--- src/va_pkg.sv ---
`timescale 1ns / 1ps
`default_nettype none

package va_pkg;

  // Fixed field widths of the event and result channels
  localparam int OP_W       = 2;
  localparam int TIME_W     = 32;
  localparam int PITCH_W    = 7;
  localparam int VIDX_W     = 4;
  localparam int STAT_W     = 4;
  localparam int LIMIT_W    = 5;
  localparam int CFG_IDX_W  = 1;
  localparam int CFG_DATA_W = 5;

  // Register indexes of the config port
  localparam logic [CFG_IDX_W-1:0] CFG_VOICE_LIMIT = 1'd0;
  localparam logic [CFG_IDX_W-1:0] CFG_ALLOW_STEAL = 1'd1;

  typedef enum logic [OP_W-1:0] {
    OP_NOTE_ON    = 2'd0,
    OP_NOTE_OFF   = 2'd1,
    OP_VOICE_DONE = 2'd2,
    OP_KILL_ALL   = 2'd3
  } op_t;

  typedef enum logic [STAT_W-1:0] {
    STAT_STARTED   = 4'd0,
    STAT_STOLEN    = 4'd1,
    STAT_RETRIG    = 4'd2,
    STAT_NONE_FREE = 4'd3,
    STAT_RELEASED  = 4'd4,
    STAT_NO_MATCH  = 4'd5,
    STAT_FREED     = 4'd6,
    STAT_IGNORED   = 4'd7,
    STAT_ALL_REL   = 4'd8
  } status_t;

  typedef enum logic [2:0] {
    ST_IDLE,
    ST_DECODE,
    ST_MOD,
    ST_FREE,
    ST_SCAN,
    ST_PICK,
    ST_COMMIT
  } state_t;

  // Voice state update applied when the result is handed over
  typedef enum logic [2:0] {
    ACT_NONE,
    ACT_START,
    ACT_RELEASE,
    ACT_FREE,
    ACT_KILL
  } act_t;

  // What the table scan is looking for
  typedef enum logic [1:0] {
    SCAN_STEAL,
    SCAN_OFF_ANY,
    SCAN_OFF_NAMED
  } scan_t;

endpackage

`default_nettype wire

--- src/voice_allocator.sv ---
`timescale 1ns / 1ps
`default_nettype none
// Named note on, voice done and kill all commit straight after decode; named note off reads
// the named voice's entry. Note on by allocation finds (last + 1) mod L by subtraction (L =
// effective voice limit), then checks up to L voices for a free one; a steal adds an oldest
// scan through the single memory read port. Note off by pitch scans L memory entries.
// A new request is taken only once the previous result is handed over; a stalled result holds it off.
// Synchronous active-low reset frees all voices and restores register defaults.

module voice_allocator
  import va_pkg::*;
#(
  parameter int NUM_VOICES = 16
) (
  input  wire logic                  clk,
  input  wire logic                  rst_n,
  // config write port
  input  wire logic                  cfg_we,
  input  wire logic [CFG_IDX_W-1:0]  cfg_index,
  input  wire logic [CFG_DATA_W-1:0] cfg_wdata,
  // event channel
  input  wire logic                  in_valid,
  output logic                       in_stall,
  input  wire logic [OP_W-1:0]       in_op,
  input  wire logic [TIME_W-1:0]     in_timestamp,
  input  wire logic [PITCH_W-1:0]    in_pitch,
  input  wire logic                  in_voice_any,
  input  wire logic [VIDX_W-1:0]     in_voice_index,
  // result channel
  output logic                       out_valid,
  input  wire logic                  out_stall,
  output logic [STAT_W-1:0]          out_status,
  output logic [VIDX_W-1:0]          out_voice_out,
  output logic                       out_need_fade
);

  localparam int VW = $clog2(NUM_VOICES);
  localparam int LW = $clog2(NUM_VOICES + 1);
  localparam int CW = (LW > LIMIT_W) ? LW : LIMIT_W;
  localparam int MW = PITCH_W + TIME_W;

  // Voice number to result field width
  function automatic logic [VIDX_W-1:0] to_vout(input logic [VW-1:0] v);
    logic [CW-1:0] tmp;
    tmp = CW'(v);
    return tmp[VIDX_W-1:0];
  endfunction

  // Control state
  state_t            state_r, state_nxt;
  logic [LIMIT_W-1:0] limit_r;
  logic              steal_r;
  logic [NUM_VOICES-1:0] busy_r, busy_nxt;
  logic [NUM_VOICES-1:0] key_r, key_nxt;
  logic [VW-1:0]     last_r, last_nxt;
  logic              out_valid_r, out_valid_nxt;
  logic              issue_r, issue_nxt;
  logic              cmp_vld_r, cmp_vld_nxt;

  // Latched request
  op_t               op_r;
  logic [TIME_W-1:0] time_r;
  logic [PITCH_W-1:0] pitch_r;
  logic              any_r;
  logic [VIDX_W-1:0] idx_r;

  // Round-robin and scan datapath
  logic [CW-1:0]     mod_r, mod_nxt;
  logic [VW-1:0]     cur_r, cur_nxt;
  logic [CW-1:0]     cnt_r, cnt_nxt;
  scan_t             kind_r, kind_nxt;
  logic [VW-1:0]     rd_addr_r, rd_addr_nxt;
  logic [VW-1:0]     end_r, end_nxt;
  logic [VW-1:0]     cmp_idx_r, cmp_idx_nxt;
  logic              have_r, have_nxt;
  logic [VW-1:0]     best_idx_r, best_idx_nxt;
  logic [TIME_W-1:0] best_t_r, best_t_nxt;

  // Pending result and voice update
  status_t           res_status_r, res_status_nxt;
  logic [VIDX_W-1:0] res_voice_r, res_voice_nxt;
  logic              res_fade_r, res_fade_nxt;
  act_t              act_r, act_nxt;
  logic [VW-1:0]     act_voice_r, act_voice_nxt;

  // Output register
  status_t           out_status_r;
  logic [VIDX_W-1:0] out_voice_r;
  logic              out_fade_r;

  // Pitch and start time per voice
  logic [MW-1:0]     vmem_r [NUM_VOICES];
  logic [MW-1:0]     rd_data_r;

  // Handshake and strobes
  logic              in_acc;
  logic              out_free;
  logic              commit_fire;
  logic              mem_rd_en;
  logic              mem_we;

  // Derived values
  logic [CW-1:0]     lim_raw;
  logic [CW-1:0]     lim;
  logic [CW-1:0]     lim_m1;
  logic [CW-1:0]     idx_ext;
  logic [VW-1:0]     idx_v;
  logic              idx_ok;
  logic [PITCH_W-1:0] rd_pitch;
  logic [TIME_W-1:0] rd_time;
  logic              cand;
  logic              take;

  // Effective voice limit, clamped to 1..NUM_VOICES
  always_comb begin
    lim_raw = CW'(limit_r);
    if (lim_raw == '0) begin
      lim = CW'(1);
    end else if (lim_raw > CW'(NUM_VOICES)) begin
      lim = CW'(NUM_VOICES);
    end else begin
      lim = lim_raw;
    end
  end

  assign lim_m1   = lim - CW'(1);
  assign idx_ext  = CW'(idx_r);
  assign idx_v    = idx_ext[VW-1:0];
  assign idx_ok   = (idx_ext < CW'(NUM_VOICES));
  assign rd_pitch = rd_data_r[TIME_W +: PITCH_W];
  assign rd_time  = rd_data_r[TIME_W-1:0];

  assign out_free = !out_valid_r || !out_stall;
  assign in_acc   = in_valid && !in_stall;

  // Scan compare: strict less-than keeps the lowest index on a tie
  assign cand = (kind_r == SCAN_STEAL) ||
                (busy_r[cmp_idx_r] && key_r[cmp_idx_r] && (rd_pitch == pitch_r));
  assign take = cmp_vld_r && cand && (!have_r || (rd_time < best_t_r));

  // Next state
  always_comb begin
    state_nxt = state_r;
    unique case (state_r)
      ST_IDLE: begin
        if (in_acc) state_nxt = ST_DECODE;
      end
      ST_DECODE: begin
        unique case (op_r)
          OP_NOTE_ON:  state_nxt = any_r ? ST_MOD : ST_COMMIT;
          OP_NOTE_OFF: state_nxt = (any_r || idx_ok) ? ST_SCAN : ST_COMMIT;
          OP_VOICE_DONE, OP_KILL_ALL: state_nxt = ST_COMMIT;
          default: state_nxt = ST_COMMIT;
        endcase
      end
      ST_MOD: begin
        if (mod_r < lim) state_nxt = ST_FREE;
      end
      ST_FREE: begin
        if (!busy_r[cur_r]) begin
          state_nxt = ST_COMMIT;
        end else if (cnt_r == lim_m1) begin
          state_nxt = steal_r ? ST_SCAN : ST_COMMIT;
        end
      end
      ST_SCAN: begin
        if (cmp_vld_r && (cmp_idx_r == end_r)) state_nxt = ST_PICK;
      end
      ST_PICK: state_nxt = ST_COMMIT;
      ST_COMMIT: begin
        if (out_free) state_nxt = ST_IDLE;
      end
      default: state_nxt = ST_IDLE;
    endcase
  end

  // FSM outputs
  always_comb begin
    in_stall    = (state_r != ST_IDLE) || !rst_n;
    mem_rd_en   = (state_r == ST_SCAN) && issue_r;
    commit_fire = (state_r == ST_COMMIT) && out_free;
    mem_we      = commit_fire && (act_r == ACT_START);
  end

  // Datapath next values
  always_comb begin
    mod_nxt        = mod_r;
    cur_nxt        = cur_r;
    cnt_nxt        = cnt_r;
    kind_nxt       = kind_r;
    rd_addr_nxt    = rd_addr_r;
    end_nxt        = end_r;
    issue_nxt      = issue_r;
    cmp_vld_nxt    = 1'b0;
    cmp_idx_nxt    = cmp_idx_r;
    have_nxt       = have_r;
    best_idx_nxt   = best_idx_r;
    best_t_nxt     = best_t_r;
    res_status_nxt = res_status_r;
    res_voice_nxt  = res_voice_r;
    res_fade_nxt   = res_fade_r;
    act_nxt        = act_r;
    act_voice_nxt  = act_voice_r;
    busy_nxt       = busy_r;
    key_nxt        = key_r;
    last_nxt       = last_r;
    out_valid_nxt  = out_valid_r && out_stall;

    unique case (state_r)
      ST_DECODE: begin
        res_fade_nxt = 1'b0;
        act_nxt      = ACT_NONE;
        unique case (op_r)
          OP_NOTE_ON: begin
            if (any_r) begin
              mod_nxt = CW'(last_r) + CW'(1);
            end else if (!idx_ok) begin
              res_status_nxt = STAT_IGNORED;
              res_voice_nxt  = '0;
            end else begin
              res_status_nxt = busy_r[idx_v] ? STAT_RETRIG : STAT_STARTED;
              res_voice_nxt  = idx_r;
              act_nxt        = ACT_START;
              act_voice_nxt  = idx_v;
            end
          end
          OP_NOTE_OFF: begin
            issue_nxt = 1'b1;
            have_nxt  = 1'b0;
            if (any_r) begin
              kind_nxt    = SCAN_OFF_ANY;
              rd_addr_nxt = '0;
              end_nxt     = lim_m1[VW-1:0];
            end else begin
              kind_nxt    = SCAN_OFF_NAMED;
              rd_addr_nxt = idx_v;
              end_nxt     = idx_v;
              if (!idx_ok) begin
                issue_nxt      = 1'b0;
                res_status_nxt = STAT_NO_MATCH;
                res_voice_nxt  = idx_r;
              end
            end
          end
          OP_VOICE_DONE: begin
            res_voice_nxt = idx_r;
            if (idx_ok && (idx_ext < lim) && busy_r[idx_v] && !key_r[idx_v]) begin
              res_status_nxt = STAT_FREED;
              act_nxt        = ACT_FREE;
              act_voice_nxt  = idx_v;
            end else begin
              res_status_nxt = STAT_IGNORED;
            end
          end
          OP_KILL_ALL: begin
            res_status_nxt = STAT_ALL_REL;
            res_voice_nxt  = '0;
            act_nxt        = ACT_KILL;
          end
          default: act_nxt = ACT_NONE;
        endcase
      end

      // Round-robin start: (last + 1) mod limit by repeated subtraction
      ST_MOD: begin
        if (mod_r >= lim) begin
          mod_nxt = mod_r - lim;
        end else begin
          cur_nxt = mod_r[VW-1:0];
          cnt_nxt = '0;
        end
      end

      // Free-voice search, one voice per cycle
      ST_FREE: begin
        if (!busy_r[cur_r]) begin
          res_status_nxt = STAT_STARTED;
          res_voice_nxt  = to_vout(cur_r);
          act_nxt        = ACT_START;
          act_voice_nxt  = cur_r;
        end else if (cnt_r == lim_m1) begin
          if (steal_r) begin
            kind_nxt    = SCAN_STEAL;
            rd_addr_nxt = '0;
            end_nxt     = lim_m1[VW-1:0];
            issue_nxt   = 1'b1;
            have_nxt    = 1'b0;
          end else begin
            res_status_nxt = STAT_NONE_FREE;
            res_voice_nxt  = '0;
          end
        end else begin
          cur_nxt = ((CW'(cur_r) + CW'(1)) == lim) ? '0 : cur_r + VW'(1);
          cnt_nxt = cnt_r + CW'(1);
        end
      end

      // Memory scan: each read is issued in the cycle before its compare
      ST_SCAN: begin
        if (issue_r) begin
          cmp_vld_nxt = 1'b1;
          cmp_idx_nxt = rd_addr_r;
          if (rd_addr_r == end_r) begin
            issue_nxt = 1'b0;
          end else begin
            rd_addr_nxt = rd_addr_r + VW'(1);
          end
        end
        if (take) begin
          have_nxt     = 1'b1;
          best_idx_nxt = cmp_idx_r;
          best_t_nxt   = rd_time;
        end
      end

      ST_PICK: begin
        if (kind_r == SCAN_STEAL) begin
          res_status_nxt = STAT_STOLEN;
          res_voice_nxt  = to_vout(best_idx_r);
          res_fade_nxt   = busy_r[best_idx_r];
          act_nxt        = ACT_START;
          act_voice_nxt  = best_idx_r;
        end else if (have_r) begin
          res_status_nxt = STAT_RELEASED;
          res_voice_nxt  = to_vout(best_idx_r);
          act_nxt        = ACT_RELEASE;
          act_voice_nxt  = best_idx_r;
        end else begin
          res_status_nxt = STAT_NO_MATCH;
          res_voice_nxt  = (kind_r == SCAN_OFF_NAMED) ? idx_r : '0;
        end
      end

      // Hand over the result and apply the voice update together
      ST_COMMIT: begin
        if (out_free) begin
          out_valid_nxt = 1'b1;
          unique case (act_r)
            ACT_START: begin
              busy_nxt[act_voice_r] = 1'b1;
              key_nxt[act_voice_r]  = 1'b1;
              last_nxt              = act_voice_r;
            end
            ACT_RELEASE: key_nxt[act_voice_r] = 1'b0;
            ACT_FREE:    busy_nxt[act_voice_r] = 1'b0;
            ACT_KILL: begin
              busy_nxt = '0;
              key_nxt  = '0;
            end
            ACT_NONE: last_nxt = last_r;
            default:  last_nxt = last_r;
          endcase
        end
      end

      default: cmp_vld_nxt = 1'b0;
    endcase
  end

  // Control registers
  always_ff @(posedge clk) begin
    if (!rst_n) begin
      state_r     <= ST_IDLE;
      limit_r     <= LIMIT_W'(16);
      steal_r     <= 1'b1;
      busy_r      <= '0;
      key_r       <= '0;
      last_r      <= '0;
      out_valid_r <= 1'b0;
      issue_r     <= 1'b0;
      cmp_vld_r   <= 1'b0;
    end else begin
      state_r     <= state_nxt;
      busy_r      <= busy_nxt;
      key_r       <= key_nxt;
      last_r      <= last_nxt;
      out_valid_r <= out_valid_nxt;
      issue_r     <= issue_nxt;
      cmp_vld_r   <= cmp_vld_nxt;
      if (cfg_we) begin
        unique case (cfg_index)
          CFG_VOICE_LIMIT: limit_r <= cfg_wdata;
          CFG_ALLOW_STEAL: steal_r <= cfg_wdata[0];
          default:         steal_r <= steal_r;
        endcase
      end
    end
  end

  // Payload registers
  always_ff @(posedge clk) begin
    if (in_acc) begin
      op_r    <= op_t'(in_op);
      time_r  <= in_timestamp;
      pitch_r <= in_pitch;
      any_r   <= in_voice_any;
      idx_r   <= in_voice_index;
    end
    mod_r        <= mod_nxt;
    cur_r        <= cur_nxt;
    cnt_r        <= cnt_nxt;
    kind_r       <= kind_nxt;
    rd_addr_r    <= rd_addr_nxt;
    end_r        <= end_nxt;
    cmp_idx_r    <= cmp_idx_nxt;
    have_r       <= have_nxt;
    best_idx_r   <= best_idx_nxt;
    best_t_r     <= best_t_nxt;
    res_status_r <= res_status_nxt;
    res_voice_r  <= res_voice_nxt;
    res_fade_r   <= res_fade_nxt;
    act_r        <= act_nxt;
    act_voice_r  <= act_voice_nxt;
    if (commit_fire) begin
      out_status_r <= res_status_r;
      out_voice_r  <= res_voice_r;
      out_fade_r   <= res_fade_r;
    end
  end

  // Pitch/time memory: one write port, one registered read port
  always_ff @(posedge clk) begin
    if (mem_we) vmem_r[act_voice_r] <= {pitch_r, time_r};
    if (mem_rd_en) rd_data_r <= vmem_r[rd_addr_r];
  end

  assign out_valid     = out_valid_r;
  assign out_status    = out_status_r;
  assign out_voice_out = out_voice_r;
  assign out_need_fade = out_fade_r;

  // A held key always belongs to a busy voice
  a_key_implies_busy: assert property (@(posedge clk) disable iff (!rst_n)
    (key_r & ~busy_r) == '0)
    else $error("key held on a free voice");

  // Only a steal reports a cut voice
  a_fade_only_steal: assert property (@(posedge clk) disable iff (!rst_n)
    out_valid_r && out_fade_r |-> out_status_r == STAT_STOLEN)
    else $error("fade flagged on a non-steal result");

  // A started voice is busy and held right after commit
  a_start_sets_voice: assert property (@(posedge clk) disable iff (!rst_n)
    commit_fire && (act_r == ACT_START) |=>
      busy_r[$past(act_voice_r)] && key_r[$past(act_voice_r)])
    else $error("started voice not marked busy");

  // Kill all leaves every voice free
  a_kill_clears: assert property (@(posedge clk) disable iff (!rst_n)
    commit_fire && (act_r == ACT_KILL) |=> busy_r == '0)
    else $error("voices still busy after kill all");

  // An accepted request moves on to decode
  a_accept_idle: assert property (@(posedge clk) disable iff (!rst_n)
    in_acc |=> state_r == ST_DECODE)
    else $error("accepted request not decoded");

endmodule

`default_nettype wire
--- config.mk ---
export PLATFORM = sky130hd
export DESIGN_NAME = voice_allocator
export DESIGN_NICKNAME = d
export VERILOG_FILES = /design/src/va_pkg.sv /design/src/voice_allocator.sv
export SDC_FILE = /design/constraint.sdc
export NUM_CORES = 1
export LEC_CHECK = 0
export BUFFER_PORTS_ARGS = -buffer_cell sky130_fd_sc_hd__buf_2
export CAP_MARGIN = 40
export CORE_MARGIN = 2
export CORE_UTILIZATION = 50
export CTS_BUF_LIST = sky130_fd_sc_hd__clkbuf_8
export DETAILED_ROUTE_END_ITERATION = 10
export GPL_TIMING_DRIVEN = 0
export PLACE_DENSITY_LB_ADDON = 0.25
export SKIP_CTS_REPAIR_TIMING = 1
export SLEW_MARGIN = 20
export SYNTH_ARGS = -nofsm -noshare
export SYNTH_HDL_FRONTEND = slang
export SYNTH_SLANG_ARGS = --single-unit
--- constraint.sdc ---
create_clock -name clk -period 4.43 [get_ports clk]
set_input_delay 0.443 -clock clk [delete_from_list [all_inputs] [get_ports clk]]
set_output_delay 0.443 -clock clk [all_outputs]
set_load 0.03 [all_outputs]
After elaboration in Yosys (flattened, before gate mapping)
Memories as Yosys holds them, arrays and structs flattened. A register that Yosys moved wholly into a read port is not among the register bits.
Cells that the tools add are included.
Word-level totals
  register bits: 184
  memory bits (writable): 624
  input port bits: 57
  output and inout port bits: 11
  word-level logic and storage cells: 287
  memories kept: 1
Memory list
  vmem_r: words 16, width 39, rd ports 1, clocked after Yosys merged registers in 1, write ports 1, RTL line voice_allocator.sv:92  | logic [MW-1:0] vmem_r [NUM_VOICES];
Operators by class
  add/subtract/negate cells: 7
  $lt $le $gt $ge: 12
  equal/unequal tests: 46
  multiplexer cells: 125
  bitwise logic cells: 6
  reductions and logical operators: 58
Operators with widths (number)
  $mux W4: 38
  $pmux W16 S3: 2
  $pmux W4 S3: 4
  $mux W5: 8
  $mux W3: 12
  $and A16 B16 Y16: 2
  $lt A32 B32 Y1: 1
  $ne A2 B2 Y1 const B: 16
  $or A16 B16 Y16: 2
  $pmux W4 S4: 2
  $lt A4 B5 Y1 const B: 6
  $mux W1: 30
  $pmux W3 S3: 3
  $bmux W1 S4: 6
  $ne A3 B3 Y1 const B: 8
  $pmux W4 S2: 3
  $pmux W3 S7: 1
  $pmux W5 S2: 2
  $mux W2: 9
  $not A16 Y16: 1
  $reduce_and A5 Y1: 3
  $reduce_bool A3 Y1: 5
  $logic_and A1 B1 Y1: 14
  $reduce_and A7 Y1: 2
  36 further kinds: 74

Logic depth before layout (Yosys ltp)
Gate-level depths: netlist of the first run.
  depth after elaboration: 10
  mapped depth: 11
  depth with buffers taken out: 11

Least setup slack after synthesis of the first run
OpenSTA, ideal clock, no wires.
  path kind: register -> register
  from: register out_valid_r, in the netlist out_valid
  to: memory vmem_r[11][0] in the netlist's numbering (enable)
  setup time: 0.393 ns
  arrival: 2.932 ns
  data required time: 4.037 ns
  setup slack: 1.105 ns
  stages on the path, launching flop included: 7
  path buffers: 1
  clock period less this slack: 3.325 ns
  cell sequence: dfxtp_1 and2_0 nor3_1 and3_1 clkbuf_1 nand2_1 inv_1
On the way
  word-level cells in the longest chain between the ends: 6
Ends and longest elaborated chain
  from (decl): RTL line voice_allocator.sv:56  | logic out_valid_r, out_valid_nxt;
  from (signal assigned): RTL line voice_allocator.sv:377  | out_valid_r <= out_valid_nxt;
  $logic_not A1 Y1: RTL line voice_allocator.sv:133  | assign out_free = !out_valid_r || !out_stall;
  $logic_or A1 B1 Y1: RTL line voice_allocator.sv:133
  $logic_and A1 B1 Y1: RTL line voice_allocator.sv:181  | commit_fire = (state_r == ST_COMMIT) && out_free;
  via commit_fire: RTL line voice_allocator.sv:98  | logic commit_fire;
  $logic_and A1 B1 Y1: RTL line voice_allocator.sv:182  | mem_we = commit_fire && (act_r == ACT_START);
  $mux W1: RTL line voice_allocator.sv:423  | if (mem_we) vmem_r[act_voice_r] <= {pitch_r, time_r};
  $mux W1 (implied by the code): RTL line voice_allocator.sv:423
  to (decl): RTL line voice_allocator.sv:92
The timed path passes the listed nets, and every way through them passes these cells.

Worst setup path after layout of the first run
  from: register rd_data_r[11] (read register of vmem_r)
  to: register best_t_r[4] (enable)
On the way
  word-level cells in the longest chain between the ends: 4
Ends and longest elaborated chain
  from (decl): RTL line voice_allocator.sv:93  | logic [MW-1:0] rd_data_r;
  $lt A32 B32 Y1: RTL line voice_allocator.sv:139  | assign take = cmp_vld_r && cand && (!have_r || (rd_time < best_t_r));
  $logic_or A1 B1 Y1: RTL line voice_allocator.sv:139
  $logic_and A1 B1 Y1: RTL line voice_allocator.sv:139
  $reduce_and A2 Y1 (no line)
  to (signal assigned): RTL line voice_allocator.sv:408  | best_t_r <= best_t_nxt;
  to (decl): RTL line voice_allocator.sv:77  | logic [TIME_W-1:0] best_t_r, best_t_nxt;
Every way passes these cells.
A chain may end at the register's enable or synchronous reset.

==> reports/qor.txt, run 1 <==
Rows: 95
TritonCTS buffer count: 139
top post-synthesis cells by area: edfxtp_1 (71%), mux4_2 (14%), dfxtp_1 (2.8%), ha_1 (1.8%), nor2_1 (0.88%)
Worst-Margin Slew: 0.852 ns
Syn Inst Count: 1770
Final Non-Filler Cells: 3055
# setup viols final: 0
sequential cell area fraction in the yosys report: 73.5%
crit-path max cell delay: 0.64 ns
Die X: 265 microns
design area: 39300 sq um
largest net degree at the start of global routing: 34
crit-path cells: ha_1 > a211oi_1 > nor2_1 > or4_1 > a221oi_1 > o211ai_1 > inv_2 > buf_12
Clk network pwr share: 39.7%
WP data required: 4.91 ns
Min Clock Period, post-route: 3.35 ns
DRT antenna net count: 0
power per cell area: 402 nW/um^2
Root Driver: clkbuf_8
initial antenna violation count: 1
max_cap viols: 0
wire per inst: 26.2 microns
status: complete, no violations
FMAX: 298 MHz
Post-Route WL: 80100 microns
P&R area growth vs syn: 15.7%
Gate power share: 3.6%
drt first pass iters: 5
crit share post-route: 75.7%
Placeable Area: 67200 sq um
RSZ-0062 raised after global routing: false
Post-synth EDFFs: 799
Synth cell types: 66
DP HPWL: 50100 microns
Top FF cell, synth: edfxtp_1
switching pwr: 3450 uW
Peak VDD IR: 0.000280 V
max_slew headroom: 43.2%
maximum clock path buffer count: 3
placer congestion estimate: 0.888
share of layout cells above drive strength 1: 24.2%
Clock Latency Late Sink: 0.80 ns
Sw Ratio: 21.9%
Residual DRC: 0
CP Max Fanout: 25
clk sink count: 847
Filler cells: 4931
Layout Skew: 0.0402 ns
Die H: 265 microns
FF+latch area: 25000 sq um
Via density: 5.90
Slew Limit Fails: 0
GRT Residual Overflow: 0
critical path endpoint category: flip-flop
worst path arrival time: 3.83 ns
leading area contributor after synthesis: edfxtp_1
final hold vios: 0
CP top delay family: compound AO/OA/AOI/OAI gates
CTS tree: done
most frequent cell after synthesis: edfxtp_1
Initial Utilization: 50.5%
io pins: 68
yosys synthesis warning count: 0
kind of critical path: flip-flop to flip-flop
Clock Pin Slew Worst Setup and Hold Paths: 0.06 ns
Hold Path Stages: 3
footprint of the multi-input gates: 8440 sq um
Netlist Area Pre-Place: 33900 sq um
DP Cell Count: 2756
R2R cell count: 8
crit start category: flip-flop
Post-synth ARST share: 0%
DRT iter0 DRCs: 1885
Cell Int Power: 12300 uW
post-synthesis register bit count: 847
Leak: 0.0133 uW
die area: 70000 sq um
Worst Path Buf+Inv: 2
# nets final: 2190
Synth Area per Inst: 19.2 sq um
Syn Nets: 1878
total number of vias: 18000
Fin Setup TNS: 0 ns
first-pass GRT wire length: 119000 microns
Commonest cells post-synth: edfxtp_1 (799), mux4_2 (204), nor2_1 (80), nand2_1 (78), inv_1 (65)
power share of the sequential group: 56.6%
vias in the first global route: 18700
slowest CP cell: a221oi_1
CP Depth: 8
gr usage total: 23.5%
H-tree levels: 4
Hold Path Class: primary input to flip-flop
area post-placement: 36200 sq um
area share of the largest cell type after synthesis: 70.7%
IO Port Bufs: 67
stage by stage:
stage / power [uW] / utilization, % / setup slack, ns / hold WS [ns]
after global placement: 9590 / 52.7 / -0.808 / 0.405
final: 15800 / 58.5 / 1.08 / 0.110
after CTS: 15900 / 57.6 / 1.06 / -0.247
after floorplan: 9390 / - / 1.10 / 0.400
after detailed placement: 9630 / 53.9 / 0.993 / 0.405
after global routing: 16300 / 58.5 / 0.915 / 0.0801
routing by layer:
| layer | global-route usage [%] | wire length [microns] | vias up |
|---|---|---|---|
| li1 | - | - | 7792 |
| met1 | 31.6 | 33000 | 9416 |
| met2 | 38.9 | 40100 | 698 |
| met3 | 4.84 | 5180 | 119 |
| met4 | 7.43 | 1820 | 0 |
| met5 | 0 | 0 | - |
area by class of cell:
cell class	instances	area share, %
Sequential cell	847	63.5
Multi-Input combinational cell	778	21.5
Clock buffer	143	5.01
Timing Repair Buffer	171	4.24
Tap cell	873	2.78
Clock inverter	97	1.39
Buffer	79	0.819
Inverter	66	0.733
Antenna cell	1	0.00637
power by group through the flow:
stage	logic, uW	registers (uW)	clock network [uW]
detailed placement	537	9100	0
finish	575	8930	6270
floorplan	342	9050	0
CTS	540	8930	6410
global placement	500	9090	0
global route	619	8940	6770
worst reg2reg max path: cells and delay by family, from the launching register on:
family | cells | cell delay (ns)
simple gates | 2 | 0.56
buf+inv | 2 | 0.60
flops | 1 | 0.40
compound gates | 3 | 1.15
fa+ha+maj | 1 | 0.31
final timing paths:
kind	start	end	slack (ns)
min	out_stall	out_valid	0.11
max	rd_data_r[11]	best_t_r[4]	1.08
max reg2reg	rd_data_r[11]	best_t_r[4]	1.08
min reg2reg	res_status_r[1]	out_status[1]	0.42
layout by cell type, fill, tap and decap left out, types with 6 or more instances in the layout:
cell type / Yosys / final
nand2b_1: 10 / 10
nor2b_1: 18 / 18
nand2_1: 78 / 78
nor3_1: 10 / 9
o22ai_1: 6 / 6
and2_1: 8 / 8
xnor2_1: 13 / 13
nand3_1: 29 / 29
buf_12: 0 / 14
xor2_1: 21 / 21
a22oi_1: 8 / 8
mux2i_1: 15 / 15
o21ai_0: 57 / 57
clkbuf_8: 0 / 143
mux4_1: 6 / 6
buf_6: 2 / 26
ha_1: 50 / 50
mux4_2: 204 / 204
o211ai_1: 9 / 9
clkinv_1: 0 / 23
a21oi_1: 33 / 33
dlygate4sd3_1: 0 / 53
clkinv_2: 0 / 7
buf_8: 0 / 7
inv_1: 65 / 101
buf_2: 3 / 72
nor2_1: 80 / 80
nand4_1: 10 / 10
dfxtp_1: 48 / 48
buf_1: 18 / 16
a21boi_0: 38 / 38
clkbuf_1: 56 / 53
edfxtp_1: 799 / 799
inv_4: 0 / 16
cell families (layout without fill, tap and decap cells):
group,Yosys count,in the layout,share of synthesized area (%)
adders and majority gates,51,51,1.90
buffers and inverters,145,556,1.66
and+or+nand+nor,272,272,3.80
AOI/OAI and AO/OA,196,196,3.77
other,0,1,0
xor gates and xnor gates,34,34,0.878
DFF,847,847,73.5
muxes,225,225,14.4
registers in the layout (all words and copies together), names as in the netlist, 5 cells and up:
name / count
lim_raw: 5
busy_r: 16
cnt_r: 5
pitch_r: 7
rd_data_r: 39
mod_r: 5
best_t_r: 32
time_r: 32
vmem_r: 624
key_r: 16
(Power assumes the default switching activity.)
==> run 2: changes to the inputs <==
==> constraint.sdc (replaced) <==
create_clock -name clk -period 2.8 [get_ports clk]
set_input_delay 0.28 -clock clk [delete_from_list [all_inputs] [get_ports clk]]
set_output_delay 0.28 -clock clk [all_outputs]
set_load 0.03 [all_outputs]
==> run 2 against run 1 <==
Compared with the run above:
- global-route usage is 0.49 points lower
- core utilization up 1.8 points
- worst setup slack worse by 1.0 ns
- cell count grew 2.4%
- critical path type unchanged
- die area unchanged
- design area is 3.0% higher
- flip-flop and latch count unchanged
- sequential power grew 58%
- routed wire length rose by 0.74%
- combinational power up 72%
- critical path depth fell by 1
- register-to-register slack lost 1.0 ns
- critical endpoint is now act_voice_r[1]
==> reports/qor.txt, run 2 (synthesized netlist as in run 1, its figures left out) <==
initial antenna violation count: 2 (+1)
Clk network pwr share: 38.8% (-0.9 points)
Via density: 5.82 (-1.3%)
Critical Path End: act_voice_r[1]
Rows: 95 (unchanged)
power per cell area: 610 nW/um^2 (+52%)
H-tree levels: 4 (unchanged)
final hold vios: 0 (unchanged)
total number of vias: 18200 (+1.1%)
Hold Path Class: primary input to flip-flop
gr usage total: 23.0% (-0.49 points)
io pins: 68 (unchanged)
Reg2Reg Setup Slack: 0.03 ns (-1.04 ns)
DP HPWL: 53000 microns (+5.9%)
IO Port Bufs: 67 (unchanged)
FMAX: 361 MHz (+21%)
largest net degree at the start of global routing: 34 (unchanged)
WP data required: 3.26 ns (-1.65 ns)
Die H: 265 microns (unchanged)
crit-path max cell delay: 0.54 ns (-0.10 ns)
Worst R2R End: act_voice_r[1]
DRT antenna net count: 0 (unchanged)
Clock Latency Late Sink: 0.79 ns (about the same)
Critical path origin: idx_r[2]
# setup viols final: 0 (unchanged)
crit-path cells: clkbuf_2 > mux4_2 > mux4_2 > nor2_2 > o311ai_2 > a21oi_1 > o211a_1
Cell Int Power: 19100 uW (+55%)
drt first pass iters: 5 (unchanged)
maximum clock path buffer count: 3 (unchanged)
GRT Residual Overflow: 0 (unchanged)
Post-Route WL: 80700 microns (+0.74%)
Worst-Margin Slew: 0.845 ns (-0.00730 ns)
P&R area growth vs syn: 19.3%
Placeable Area: 67200 sq um (unchanged)
vias in the first global route: 18500 (-1.4%)
largest registers: vmem_r: 624 flops, rd_data_r: 39 flops
Die X: 265 microns (unchanged)
worst path arrival time: 3.23 ns (-0.60 ns)
first-pass GRT wire length: 116000 microns (-2.7%)
Residual DRC: 0 (unchanged)
RSZ-0062 raised after global routing: true
highest-count cells in the layout ignoring fill and taps: edfxtp_1 (799), mux4_2 (205), clkbuf_8 (141)
Layout Skew: 0.0297 ns (-0.0105 ns)
max_cap viols: 0 (unchanged)
max_slew headroom: 43.7% (+0.49 points)
Filler cells: 4834 (-2.0%)
R2R cell count: 7 (-1)
Initial Utilization: 50.5% (unchanged)
wire per inst: 25.8 microns (-1.6%)
status: complete, no violations
placer congestion estimate: 0.878 (-1.1%)
# nets final: 2266 (+3.5%)
CP dominant cell by count: mux4_2
power share of the sequential group: 57.2% (+0.6 points)
Leak: 0.0137 uW (+3.1%)
kind of critical path: flip-flop to flip-flop
CTS tree: done
share of layout cells above drive strength 1: 29.0% (+4.8 points)
CP Max Fanout: 10 (-60%)
Pwr Total: 24700 uW (+56%)
die area: 70000 sq um (unchanged)
Peak VDD IR: 0.000540 V (+93%)
Sw Ratio: 22.4% (+0.50 points)
Root Driver: clkbuf_8
slowest CP cell: mux4_2
clk sink count: 847 (unchanged)
reg2reg start: idx_r[2]
Clock Pin Slew Worst Setup and Hold Paths: 0.06 ns (about the same)
Gate power share: 4.0% (+0.4 points)
critical path endpoint category: flip-flop
Slew Limit Fails: 0 (unchanged)
area post-placement: 36700 sq um (+1.3%)
crit start category: flip-flop
number of flip-flops under the largest register name: 624 (unchanged)
crit share post-route: 98.8% (+23 points)
TritonCTS buffer count: 138 (-0.72%)
Min Clock Period, post-route: 2.77 ns (-0.586 ns)
Top reg by flops: vmem_r
switching pwr: 5520 uW (+60%)
most common cell after layout, fill and taps aside: edfxtp_1
design area: 40500 sq um (+3.0%)
DRT iter0 DRCs: 1934 (+2.6%)
run 2: power by group through the flow:
stage                     Sequential (uW)  Clock (uW)  Combinational (uW)
after global routing                14100       10400                1060
after detailed placement            14400           0                 838
after floorplan                     14300           0                 542
final                               14100        9560                 988
after global placement              14400           0                 786
after CTS                           14100        9780                 842
run 2: worst min-delay path by stage:
stage	to	slack, ns	cells after the start	startpoint
final	lim_raw[4]	0.09	4	cfg_index
after global routing	lim_raw[4]	0.11	4	cfg_index
after CTS	time_r[2]	-0.40	1	in_timestamp[2]
after detailed placement	out_status[2]	0.41	0	res_status_r[2]
after global placement	out_voice_out[0]	0.40	0	res_voice_r[0]
after floorplan	any_r	0.38	0	in_voice_any
run 2: routing by layer:
layer | wire length, microns | GRT usage [%]
met1 | 32300 | 29.8
met2 | 40900 | 39.0
met3 | 5020 | 4.25
met4 | 2480 | 8.81
met5 | 0 | 0
run 2: critical path: cells and delay by family, from the launching register on:
| family | cells | cell delay, ns |
|---|---|---|
| multiplexers | 2 | 0.94 |
| AO/OA/AOI/OAI | 3 | 0.59 |
| flip-flops | 1 | 0.41 |
| buffers and inverters | 1 | 0.38 |
| AND/OR/NAND/NOR | 1 | 0.14 |
run 2: layout make-up:
class | count | area (sq um) | share of cell area, %
clock inverters | 95 | 482 | 1.19
multi-input cells | 778 | 8610 | 21.3
clock buffers | 141 | 1940 | 4.80
flip-flops and latches | 847 | 25000 | 61.7
repair buffers | 251 | 2710 | 6.70
inverters | 66 | 315 | 0.779
plain buffers | 76 | 352 | 0.869
well taps | 873 | 1090 | 2.70
diodes | 2 | 5.00 | 0.0124
run 2: metrics by stage:
| stage | setup slack (ns) | hold WS, ns | setup TNS [ns] | utilization [%] | instances |
|---|---|---|---|---|---|
| after detailed placement | -0.681 | 0.407 | -302.92 | 54.6 | 2769 |
| final | 0.0334 | 0.0897 | 0 | 60.3 | 3129 |
| after CTS | -0.713 | -0.404 | -315.67 | 58.2 | 3005 |
| after global routing | -0.0378 | 0.105 | -0.962 | 60.3 | 3129 |
| after global placement | -1.24 | 0.402 | -645.42 | 52.8 | 2710 |
| after floorplan | 0.0981 | 0.379 | 0 | - | 1770 |
